`src/rtl/core/csra_pkg.sv`:
```
// Shared types and codes for the circular slot run allocator.
`default_nettype none
package csra_pkg;

   localparam int NUM_SLOTS_DEFAULT = 256;

   // command codes
   localparam logic [1:0] CMD_CLEAR = 2'd0;
   localparam logic [1:0] CMD_BLOCK = 2'd1;
   localparam logic [1:0] CMD_ALLOC = 2'd2;

   // search mode codes; any other code searches both ways
   localparam logic [1:0] MODE_FWD = 2'd0;
   localparam logic [1:0] MODE_BWD = 2'd1;

   // result status codes
   localparam logic [1:0] STAT_PLACED  = 2'd0;
   localparam logic [1:0] STAT_NO_ROOM = 2'd1;
   localparam logic [1:0] STAT_OUTSIDE = 2'd2;
   localparam logic [1:0] STAT_DONE    = 2'd3;

   // slot map entry codes
   localparam logic [1:0] SLOT_FREE     = 2'd0;
   localparam logic [1:0] SLOT_LIGHT    = 2'd1;
   localparam logic [1:0] SLOT_OCCUPIED = 2'd2;

   typedef enum logic [3:0] {
      ST_CLEAR,
      ST_IDLE,
      ST_MOD,
      ST_BLOCK,
      ST_FWD,
      ST_BWD,
      ST_DIST,
      ST_TOL,
      ST_MARK,
      ST_DONE
   } state_type;

endpackage
`default_nettype wire

```
`src/rtl/core/circular_slot_run_allocator.sv`:
```
// Sequence: a clear writes every slot; a block writes each slot of the range; an allocate
// reduces the anchor modulo NUM_SLOTS, scans each searched direction slot by slot, then
// picks the nearest run, checks the tolerance, marks run_length slots and responds.
// Throughput: one item at a time; the single map read port scans one slot per cycle.
// Reset: synchronous, active high; then a clearing pass writes every slot free,
// during which req_stall stays high.
`default_nettype none
module circular_slot_run_allocator #(
   parameter int NUM_SLOTS = csra_pkg::NUM_SLOTS_DEFAULT
) (
   input  wire logic       clock,
   input  wire logic       reset,
   input  wire logic       req_valid,
   output logic            req_stall,
   input  wire logic [1:0] req_cmd,
   input  wire logic [7:0] req_range_first,
   input  wire logic [7:0] req_range_last,
   input  wire logic       req_block_as_occupied,
   input  wire logic [7:0] req_anchor_slot,
   input  wire logic [8:0] req_run_length,
   input  wire logic [1:0] req_search_mode,
   input  wire logic       req_treat_light_free,
   input  wire logic [8:0] req_max_shift,
   output logic            rsp_valid,
   input  wire logic       rsp_stall,
   output logic [1:0]      rsp_status,
   output logic [7:0]      rsp_found_slot,
   output logic [7:0]      rsp_shift
);

   localparam int AW  = $clog2(NUM_SLOTS);
   localparam int XW  = (AW > 9 ? AW : 9) + 1;
   localparam int DW  = AW + 1;
   localparam logic [AW-1:0] LAST_SLOT = AW'(NUM_SLOTS - 1);

   csra_pkg::state_type state_ff, state_in;

   logic [AW-1:0] addr_ff, addr_in;
   logic [AW-1:0] cnt_ff, cnt_in;
   logic [AW-1:0] prev_ff, prev_in;
   logic [AW-1:0] start_ff, start_in;
   logic [AW-1:0] fpos_ff, fpos_in;
   logic [AW-1:0] bpos_ff, bpos_in;
   logic [AW-1:0] got_ff, got_in;
   logic [8:0]    run_ff, run_in;
   logic          dv_ff, dv_in;
   logic          fok_ff, fok_in;
   logic          bok_ff, bok_in;
   logic          clr_rsp_ff, clr_rsp_in;

   logic [7:0] last_ff, last_in;
   logic       mark_ff, mark_in;
   logic [7:0] anchor_ff, anchor_in;
   logic [8:0] len_ff, len_in;
   logic [1:0] mode_ff, mode_in;
   logic       light_ff, light_in;
   logic [8:0] tol_ff, tol_in;

   logic [1:0] res_status_ff, res_status_in;
   logic [7:0] res_found_ff, res_found_in;
   logic [7:0] res_shift_ff, res_shift_in;

   logic       rsp_valid_ff, rsp_valid_in;
   logic [1:0] rsp_status_ff, rsp_status_in;
   logic [7:0] rsp_found_ff, rsp_found_in;
   logic [7:0] rsp_shift_ff, rsp_shift_in;

   logic          map_we;
   logic [AW-1:0] map_waddr;
   logic [1:0]    map_wdata;
   logic [AW-1:0] map_raddr;
   logic          rd_open;

   logic          accept;
   logic          rsp_free;
   logic          range_ok;
   logic          anchor_big;
   logic [AW-1:0] anchor_idx;
   logic [AW-1:0] first_idx;
   logic [AW-1:0] addr_next;
   logic [AW-1:0] addr_prev;
   logic          hit;
   logic          scan_end;
   logic          mark_end;
   logic          block_end;
   logic [DW-1:0] fdist;
   logic [DW-1:0] bdist;
   logic [AW-1:0] delta;
   logic [XW-1:0] dist_ext;
   logic [XW-1:0] got_ext;
   logic [XW-1:0] anchor_ext;
   logic [XW-1:0] first_ext;
   logic          over_tol;

   csra_slot_map #(
      .NUM_SLOTS (NUM_SLOTS)
   ) u_map (
      .clock    (clock),
      .wr_en    (map_we),
      .wr_addr  (map_waddr),
      .wr_data  (map_wdata),
      .rd_addr  (map_raddr),
      .light_ok (light_ff),
      .rd_open  (rd_open)
   );

   assign req_stall = (state_ff != csra_pkg::ST_IDLE);
   assign accept    = req_valid && !req_stall;
   assign rsp_free  = !rsp_valid_ff || !rsp_stall;

   assign range_ok   = (XW'(req_range_first) < XW'(NUM_SLOTS)) &&
                       (XW'(req_range_last) < XW'(NUM_SLOTS));
   assign anchor_big = (XW'(anchor_ff) >= XW'(NUM_SLOTS));
   assign anchor_ext = XW'(anchor_ff);
   assign anchor_idx = anchor_ext[AW-1:0];
   assign first_ext  = XW'(req_range_first);
   assign first_idx  = first_ext[AW-1:0];

   assign addr_next = (addr_ff == LAST_SLOT) ? '0 : addr_ff + AW'(1);
   assign addr_prev = (addr_ff == '0) ? LAST_SLOT : addr_ff - AW'(1);

   // run reaches the wanted length on this slot
   assign hit       = dv_ff && rd_open && ((10'(run_ff) + 10'd1) == 10'(len_ff));
   assign scan_end  = dv_ff && (hit || (cnt_ff == LAST_SLOT));
   assign mark_end  = ((XW'(cnt_ff) + XW'(1)) == XW'(len_ff));
   assign block_end = (XW'(addr_ff) == XW'(last_ff));

   assign fdist = (fpos_ff >= anchor_idx) ? DW'(fpos_ff) - DW'(anchor_idx)
                : DW'(fpos_ff) + DW'(NUM_SLOTS) - DW'(anchor_idx);
   assign bdist = (bpos_ff <= anchor_idx) ? DW'(anchor_idx) - DW'(bpos_ff)
                : DW'(anchor_idx) + DW'(NUM_SLOTS) - DW'(bpos_ff);

   assign delta    = (got_ff >= anchor_idx) ? got_ff - anchor_idx : anchor_idx - got_ff;
   assign dist_ext = XW'(delta);
   assign got_ext  = XW'(got_ff);
   assign over_tol = dist_ext > XW'(tol_ff);

   // next state
   always_comb begin
      state_in = state_ff;
      case (state_ff)
         csra_pkg::ST_CLEAR: begin
            if (addr_ff == LAST_SLOT) begin
               state_in = clr_rsp_ff ? csra_pkg::ST_DONE : csra_pkg::ST_IDLE;
            end
         end
         csra_pkg::ST_IDLE: begin
            if (accept) begin
               case (req_cmd)
                  csra_pkg::CMD_CLEAR: state_in = csra_pkg::ST_CLEAR;
                  csra_pkg::CMD_BLOCK: state_in = range_ok ? csra_pkg::ST_BLOCK
                                                           : csra_pkg::ST_DONE;
                  csra_pkg::CMD_ALLOC: state_in = (req_run_length != '0) ? csra_pkg::ST_MOD
                                                                         : csra_pkg::ST_DONE;
                  default:             state_in = csra_pkg::ST_DONE;
               endcase
            end
         end
         csra_pkg::ST_MOD: begin
            if (!anchor_big) begin
               state_in = (mode_ff == csra_pkg::MODE_BWD) ? csra_pkg::ST_BWD
                                                          : csra_pkg::ST_FWD;
            end
         end
         csra_pkg::ST_BLOCK: begin
            if (block_end) begin
               state_in = csra_pkg::ST_DONE;
            end
         end
         csra_pkg::ST_FWD: begin
            if (scan_end) begin
               state_in = (mode_ff == csra_pkg::MODE_FWD) ? csra_pkg::ST_DIST
                                                          : csra_pkg::ST_BWD;
            end
         end
         csra_pkg::ST_BWD: begin
            if (scan_end) begin
               state_in = csra_pkg::ST_DIST;
            end
         end
         csra_pkg::ST_DIST: begin
            state_in = (fok_ff || bok_ff) ? csra_pkg::ST_TOL : csra_pkg::ST_DONE;
         end
         csra_pkg::ST_TOL: begin
            state_in = over_tol ? csra_pkg::ST_DONE : csra_pkg::ST_MARK;
         end
         csra_pkg::ST_MARK: begin
            if (mark_end) begin
               state_in = csra_pkg::ST_DONE;
            end
         end
         csra_pkg::ST_DONE: begin
            if (rsp_free) begin
               state_in = csra_pkg::ST_IDLE;
            end
         end
         default: state_in = csra_pkg::ST_IDLE;
      endcase
   end

   // datapath and map control
   always_comb begin
      addr_in       = addr_ff;
      cnt_in        = cnt_ff;
      prev_in       = prev_ff;
      start_in      = start_ff;
      fpos_in       = fpos_ff;
      bpos_in       = bpos_ff;
      got_in        = got_ff;
      run_in        = run_ff;
      dv_in         = dv_ff;
      fok_in        = fok_ff;
      bok_in        = bok_ff;
      clr_rsp_in    = clr_rsp_ff;
      last_in       = last_ff;
      mark_in       = mark_ff;
      anchor_in     = anchor_ff;
      len_in        = len_ff;
      mode_in       = mode_ff;
      light_in      = light_ff;
      tol_in        = tol_ff;
      res_status_in = res_status_ff;
      res_found_in  = res_found_ff;
      res_shift_in  = res_shift_ff;
      rsp_status_in = rsp_status_ff;
      rsp_found_in  = rsp_found_ff;
      rsp_shift_in  = rsp_shift_ff;
      map_we        = 1'b0;
      map_waddr     = addr_ff;
      map_wdata     = csra_pkg::SLOT_FREE;
      map_raddr     = addr_ff;

      case (state_ff)
         csra_pkg::ST_CLEAR: begin
            map_we  = 1'b1;
            addr_in = addr_next;
         end
         csra_pkg::ST_IDLE: begin
            if (accept) begin
               last_in       = req_range_last;
               mark_in       = req_block_as_occupied;
               anchor_in     = req_anchor_slot;
               len_in        = req_run_length;
               mode_in       = req_search_mode;
               light_in      = req_treat_light_free;
               tol_in        = req_max_shift;
               fok_in        = 1'b0;
               bok_in        = 1'b0;
               clr_rsp_in    = 1'b1;
               res_status_in = csra_pkg::STAT_DONE;
               res_found_in  = '0;
               res_shift_in  = '0;
               addr_in       = (req_cmd == csra_pkg::CMD_BLOCK) ? first_idx : '0;
               if (req_cmd == csra_pkg::CMD_ALLOC && req_run_length == '0) begin
                  res_status_in = csra_pkg::STAT_NO_ROOM;
               end
            end
         end
         csra_pkg::ST_MOD: begin
            if (anchor_big) begin
               anchor_in = anchor_ff - 8'(NUM_SLOTS);
            end else begin
               addr_in = anchor_idx;
               dv_in   = 1'b0;
               cnt_in  = '0;
               run_in  = '0;
            end
         end
         csra_pkg::ST_BLOCK: begin
            map_we    = 1'b1;
            map_wdata = mark_ff ? csra_pkg::SLOT_OCCUPIED : csra_pkg::SLOT_LIGHT;
            addr_in   = addr_next;
         end
         csra_pkg::ST_FWD, csra_pkg::ST_BWD: begin
            // issue the next read while the previous slot's data is judged
            addr_in = (state_ff == csra_pkg::ST_FWD) ? addr_next : addr_prev;
            dv_in   = 1'b1;
            prev_in = addr_ff;
            if (dv_ff) begin
               cnt_in = cnt_ff + AW'(1);
               run_in = rd_open ? run_ff + 9'd1 : '0;
               if (rd_open && run_ff == '0) begin
                  start_in = prev_ff;
               end
               if (hit) begin
                  if (state_ff == csra_pkg::ST_FWD) begin
                     fok_in  = 1'b1;
                     fpos_in = (run_ff == '0) ? prev_ff : start_ff;
                  end else begin
                     bok_in  = 1'b1;
                     bpos_in = prev_ff;
                  end
               end
            end
            // restart from the anchor for the backward pass
            if (state_ff == csra_pkg::ST_FWD && scan_end && mode_ff != csra_pkg::MODE_FWD) begin
               addr_in = anchor_idx;
               dv_in   = 1'b0;
               cnt_in  = '0;
               run_in  = '0;
            end
         end
         csra_pkg::ST_DIST: begin
            if (fok_ff && bok_ff) begin
               got_in = (bdist < fdist) ? bpos_ff : fpos_ff;
            end else if (fok_ff) begin
               got_in = fpos_ff;
            end else begin
               got_in = bpos_ff;
            end
            if (!fok_ff && !bok_ff) begin
               res_status_in = csra_pkg::STAT_NO_ROOM;
            end
         end
         csra_pkg::ST_TOL: begin
            res_shift_in = (dist_ext > XW'(255)) ? 8'hFF : dist_ext[7:0];
            if (over_tol) begin
               res_status_in = csra_pkg::STAT_OUTSIDE;
            end else begin
               res_status_in = csra_pkg::STAT_PLACED;
               res_found_in  = got_ext[7:0];
               addr_in       = got_ff;
               cnt_in        = '0;
            end
         end
         csra_pkg::ST_MARK: begin
            map_we    = 1'b1;
            map_wdata = csra_pkg::SLOT_OCCUPIED;
            addr_in   = addr_next;
            cnt_in    = cnt_ff + AW'(1);
         end
         csra_pkg::ST_DONE: begin
            if (rsp_free) begin
               rsp_status_in = res_status_ff;
               rsp_found_in  = res_found_ff;
               rsp_shift_in  = res_shift_ff;
            end
         end
         default: begin
            addr_in = addr_ff;
         end
      endcase
   end

   assign rsp_valid_in = (state_ff == csra_pkg::ST_DONE && rsp_free) ||
                         (rsp_valid_ff && rsp_stall);

   always_ff @(posedge clock) begin
      if (reset) begin
         state_ff     <= csra_pkg::ST_CLEAR;
         addr_ff      <= '0;
         dv_ff        <= 1'b0;
         clr_rsp_ff   <= 1'b0;
         rsp_valid_ff <= 1'b0;
      end else begin
         state_ff     <= state_in;
         addr_ff      <= addr_in;
         dv_ff        <= dv_in;
         clr_rsp_ff   <= clr_rsp_in;
         rsp_valid_ff <= rsp_valid_in;
      end
   end

   always_ff @(posedge clock) begin
      cnt_ff        <= cnt_in;
      prev_ff       <= prev_in;
      start_ff      <= start_in;
      fpos_ff       <= fpos_in;
      bpos_ff       <= bpos_in;
      got_ff        <= got_in;
      run_ff        <= run_in;
      fok_ff        <= fok_in;
      bok_ff        <= bok_in;
      last_ff       <= last_in;
      mark_ff       <= mark_in;
      anchor_ff     <= anchor_in;
      len_ff        <= len_in;
      mode_ff       <= mode_in;
      light_ff      <= light_in;
      tol_ff        <= tol_in;
      res_status_ff <= res_status_in;
      res_found_ff  <= res_found_in;
      res_shift_ff  <= res_shift_in;
      rsp_status_ff <= rsp_status_in;
      rsp_found_ff  <= rsp_found_in;
      rsp_shift_ff  <= rsp_shift_in;
   end

   assign rsp_valid      = rsp_valid_ff;
   assign rsp_status     = rsp_status_ff;
   assign rsp_found_slot = rsp_found_ff;
   assign rsp_shift      = rsp_shift_ff;

   // a run being tracked never reaches the wanted length without ending the scan
   a_run_below_len: assert property (@(posedge clock) disable iff (reset)
      ((state_ff == csra_pkg::ST_FWD || state_ff == csra_pkg::ST_BWD) && dv_ff)
      |-> (run_ff < len_ff))
      else $error("run counter reached run length during scan");

   // a placed run always lies within the shift tolerance
   a_placed_in_tol: assert property (@(posedge clock) disable iff (reset)
      (state_ff == csra_pkg::ST_DONE && res_status_ff == csra_pkg::STAT_PLACED)
      |-> (XW'(res_shift_ff) <= XW'(tol_ff)))
      else $error("placed run outside tolerance");

   // found slot is zero for every result but a placement
   a_found_zero: assert property (@(posedge clock) disable iff (reset)
      (rsp_valid_ff && rsp_status_ff != csra_pkg::STAT_PLACED) |-> (rsp_found_ff == '0))
      else $error("found slot set on a non-placed result");

   // map writes happen only in clear, block and mark states
   a_write_states: assert property (@(posedge clock) disable iff (reset)
      map_we |-> (state_ff == csra_pkg::ST_CLEAR || state_ff == csra_pkg::ST_BLOCK ||
                  state_ff == csra_pkg::ST_MARK))
      else $error("slot map written outside a write state");

   // a marking pass follows only a tolerance check that passed
   a_mark_entry: assert property (@(posedge clock) disable iff (reset)
      $rose(state_ff == csra_pkg::ST_MARK) |-> (res_status_ff == csra_pkg::STAT_PLACED))
      else $error("marking started without a placement");

endmodule
`default_nettype wire

```
`src/rtl/core/csra_slot_map.sv`:
```
// Slot map memory with registered read and open-slot decode.
`default_nettype none
module csra_slot_map #(
   parameter int NUM_SLOTS = csra_pkg::NUM_SLOTS_DEFAULT,
   localparam int AW = $clog2(NUM_SLOTS)
) (
   input  wire logic          clock,
   input  wire logic          wr_en,
   input  wire logic [AW-1:0] wr_addr,
   input  wire logic [1:0]    wr_data,
   input  wire logic [AW-1:0] rd_addr,
   input  wire logic          light_ok,
   output logic               rd_open
);

   logic [1:0] mem [NUM_SLOTS];
   logic [1:0] rd_data_ff;

   always_ff @(posedge clock) begin
      if (wr_en) begin
         mem[wr_addr] <= wr_data;
      end
      rd_data_ff <= mem[rd_addr];
   end

   assign rd_open = (rd_data_ff == csra_pkg::SLOT_FREE) ||
                    (light_ok && (rd_data_ff == csra_pkg::SLOT_LIGHT));

endmodule
`default_nettype wire
```
`config.mk`:
```
export PLATFORM = sky130hd
export DESIGN_NAME = circular_slot_run_allocator
export DESIGN_NICKNAME = d
export VERILOG_FILES = /design/src/rtl/core/csra_pkg.sv /design/src/rtl/core/circular_slot_run_allocator.sv /design/src/rtl/core/csra_slot_map.sv
export SDC_FILE = /design/constraint.sdc
export NUM_CORES = 1
export LEC_CHECK = 0
export CAP_MARGIN = 20
export CELL_PAD_IN_SITES_DETAIL_PLACEMENT = 1
export CELL_PAD_IN_SITES_GLOBAL_PLACEMENT = 1
export CORE_MARGIN = 2
export CORE_UTILIZATION = 54
export DETAILED_ROUTE_END_ITERATION = 7
export DONT_BUFFER_PORTS = 1
export HOLD_SLACK_MARGIN = 0.12
export PLACE_DENSITY = 0.78
export REMOVE_ABC_BUFFERS = 1
export SLEW_MARGIN = 10
export SYNTH_ARGS = -nofsm -noshare
export SYNTH_HDL_FRONTEND = slang
export SYNTH_SLANG_ARGS = --single-unit
```
`constraint.sdc`:
```
create_clock -name clock -period 14.2 [get_ports clock]
set_input_delay 0 -clock clock [delete_from_list [all_inputs] [get_ports clock]]
set_output_delay 0 -clock clock [all_outputs]
set_load 0.01 [all_outputs]
```
==> flow_summary.yaml <==
run_status:
  status: "completed"
clock_network:
  clk_path_buf_depth: 3
  cts_tree: "built"
  postCtsSetupRepairBufs: 0
  cts_root_buf: "clkbuf_16"
  cts_resized: 0
  numCtsBuffers: 70
  cts-htree-levels: 3
  clk-insertion-delay-late_ps: 620
  cts_sinks: 662
  clk_pin_slew_ps: 70
placed_design:
  gp_congestion: 0.9415
  placement.cell_area_um2: 30090
  dpl.hpwl_um: 48410
  portBuffers: 0
setup_path:
  worstPathMaxFanout: 15
  setup.worst_path.start_class: "flip-flop"
  cp_num_buf_inv: 3
  critPathTopFamily: "compound AO/OA/AOI/OAI gates"
  critPathArrivalTime_ps: 6150
  critical_path_class: "reg2reg"
  cp_slowest_cell: "dlygate4sd3_1"
  path_cells: "inv_1, fa_1, a21o_1, a2111oi_2, o21ai_2, mux2_2, o21ai_0, a21oi_1, xnor2_1, ha_1, o21ai_0, nand2b_1, a21oi_1, a211oi_1, a211oi_1, buf_4, and3_1, a311oi_1, dlygate4sd3_1"
  slowest_delay_ps: 590
  required_ps: 14750
  end_kind: "flip-flop"
floorplanning:
  io_pins: 72
  die_area_um2: 56220
  fp-row-count: 85
  fp.dieH_um: 237.1
  die_x_um: 237.1
  coreArea_um2: 53810
  start_util: 0.5452
synthesis:
  synthCells: 1896
  yosysWarningCount: 0
  synth-seq-cells: 662
  synthArstFlopShare: 0
  syn_avg_cell_area_um2: 15.48
  synth_top_area_frac: 0.6601
  synth_edf_count: 645
  yosysTopAreaCell: "edfxtp_1"
  synthFlopType: "edfxtp_1"
  ys_seq_area_frac: 0.6717
  synth_cell_type_count: 68
  synth_area_um2: 29340
  synth_area_leaders: "edfxtp_1 66%, mux4_2 11%, nor2_1 4.1%, ha_1 2.3%, dfxtp_1 1.2%"
power_and_ir_drop:
  max-vdd-ir-drop_v: 0.00009463
  combPwrFrac: 0.037
  p_per_area_nw_per_um2: 123.6
  p_seq_frac: 0.516
  power.share.switching: 0.2107
  power.clock.fraction: 0.447
  p_leak_nw: 9.586
  p_int_w: 0.003255
  p_switching_w: 0.0008689
routing:
  final_antenna_net_count: 0
  vias: 17960
  totalWireLength_um: 83700
  first_iter_violations: 1945
  firstDrtPassIters: 5
  vias_per_cell: 6.520
  wire_per_inst_um: 30.39
  drc: 0
sta:
  hold_viol: 0
  finalCritPeriodShare: 0.3941
  rsz0062_at_grt: "false"
  min_period_ps: 5597
  tightest_slew_ps: 1193
  setup_viol: 0
  relSlewSlack: 0.1839
  fmax_ghz: 0.1787
  whs_ps: 291.1
  tns_ps: 0
  drv_slew: 0
  fin_worst_skew_ps: 39.31
final_layout:
  final_util: 0.6202
  fin_area_um2: 33380
  drive_above_1_share: 0.1582
  final_common_cell: "edfxtp_1"
  final_nets: 2113
  syn_to_final_growth_pct: 13.75
  nFillCells: 4825
  mostFrequentLayoutCells: "645 x edfxtp_1, 320 x nor2_1, 146 x mux4_2, 101 x dlygate4sd3_1, 83 x nand2_1"
run:
  drv_cap: 0
global_route:
  antenna_found_initial: 1
  grt_overflow: 0
  grt_usage: 0.3051
  grt_pass1_vias: 19380
  grt_max_degree: 257
  grt_pass1_wl_um: 125800
min_path:
  holdCritPathClass: "in2reg"
-- synth_stat cells, types with 10 or more instances --
cell,count
nor2b_1,19
nor3_1,21
nand2b_1,14
dfxtp_1,17
mux2_2,19
nand2_1,83
and2_1,12
buf_2,17
a2111oi_0,13
nor2_1,321
nor4_1,14
clkbuf_1,67
xor2_1,30
and3_1,23
a21oi_1,32
nand3_1,22
edfxtp_1,645
mux4_2,146
ha_1,55
buf_1,13
xnor2_1,33
inv_1,62
mux2i_1,18
o21a_1,10
o21ai_0,41
nand4_1,16
-- logic make-up (layout without fill, tap and decap cells) --
group	count (synthesis)	in the layout	synth area share
flops	662	662	0.6717
other cells	0	3	0
fa+ha+maj	59	59	0.02618
buf+inv	170	329	0.02452
mux	183	183	0.1255
xor+xnor	64	64	0.01957
simple gates	559	559	0.08375
compound gates	199	199	0.04878
-- cell type report --
class,count,area [um2],area share
Clock buffer,86,1843,0.05522
Sequential cell,662,19720,0.5908
Clock inverter,39,424.2,0.01271
Inverter,63,236.5,0.007085
Antenna cell,3,7.507,0.0002249
Multi-Input combinational cell,1064,8931,0.2676
Timing Repair Buffer,141,1346,0.04034
Tap cell,696,870.8,0.02609
-- timing repair --
item	4_1_cts	5_1_grt
endpoints found under the hold margin	84	0
setup endpoints to repair	0	0
hold buffers	101	0
-- routing by layer --
layer | share of wire | up-vias | track usage
met5 | 0 | - | 0
met3 | 0.075 | 250 | 0.05782
li1 | - | 7509 | -
met4 | 0.047 | 0 | 0.1435
met2 | 0.51 | 939 | 0.5210
met1 | 0.37 | 9257 | 0.3786
-- state kept, by name, indices dropped and copies added, names as in the netlist, 9 cells and up --
signal,flops
u_map.mem,512
len_ff,9
tol_ff,9
run_ff,9
-- tightest hold or removal path, delay by kind of cell --
kind / cells / cell delay [ps]
compound gates: 1 / 60
buf+inv: 1 / 570
simple gates: 2 / 230
-- power groups by stage --
| stage | combinational [W] | sequential (W) | clock, W |
|---|---|---|---|
| CTS | 0.000148 | 0.00213 | 0.00185 |
| floorplan | 0.0000732 | 0.00218 | 0 |
| global placement | 0.000122 | 0.00217 | 0 |
| finish | 0.000153 | 0.00213 | 0.00184 |
| detailed placement | 0.000124 | 0.00217 | 0 |
| global route | 0.000159 | 0.00213 | 0.00193 |
-- stage by stage --
step                std cells  power (W)  setup slack (ps)
finish                   2754   0.004124              8603
global route             2752   0.004215              8259
detailed placement       2524   0.002294              9212
floorplan                1789   0.002257              1667
global placement         2524   0.002292              9458
CTS                      2750   0.004128              8733
-- worst paths after layout --
kind / from / depth (start not counted) / slack (ps) / endpoint
setup / recovery: anchor_ff[1]$_DFFE_PP_ / 19 / 8600 / addr_ff[1]$_SDFFE_PP0P_
hold / removal: rsp_stall / 4 / 290 / state_ff[3]$_SDFFE_PP0P_
hold reg to reg: res_shift_ff[0]$_SDFFCE_PN0P_ / 0 / 420 / rsp_shift[0]$_DFFE_PP_
setup reg to reg: anchor_ff[1]$_DFFE_PP_ / 19 / 8600 / addr_ff[1]$_SDFFE_PP0P_
No activity file was read; power rests on OpenSTA's default activity.
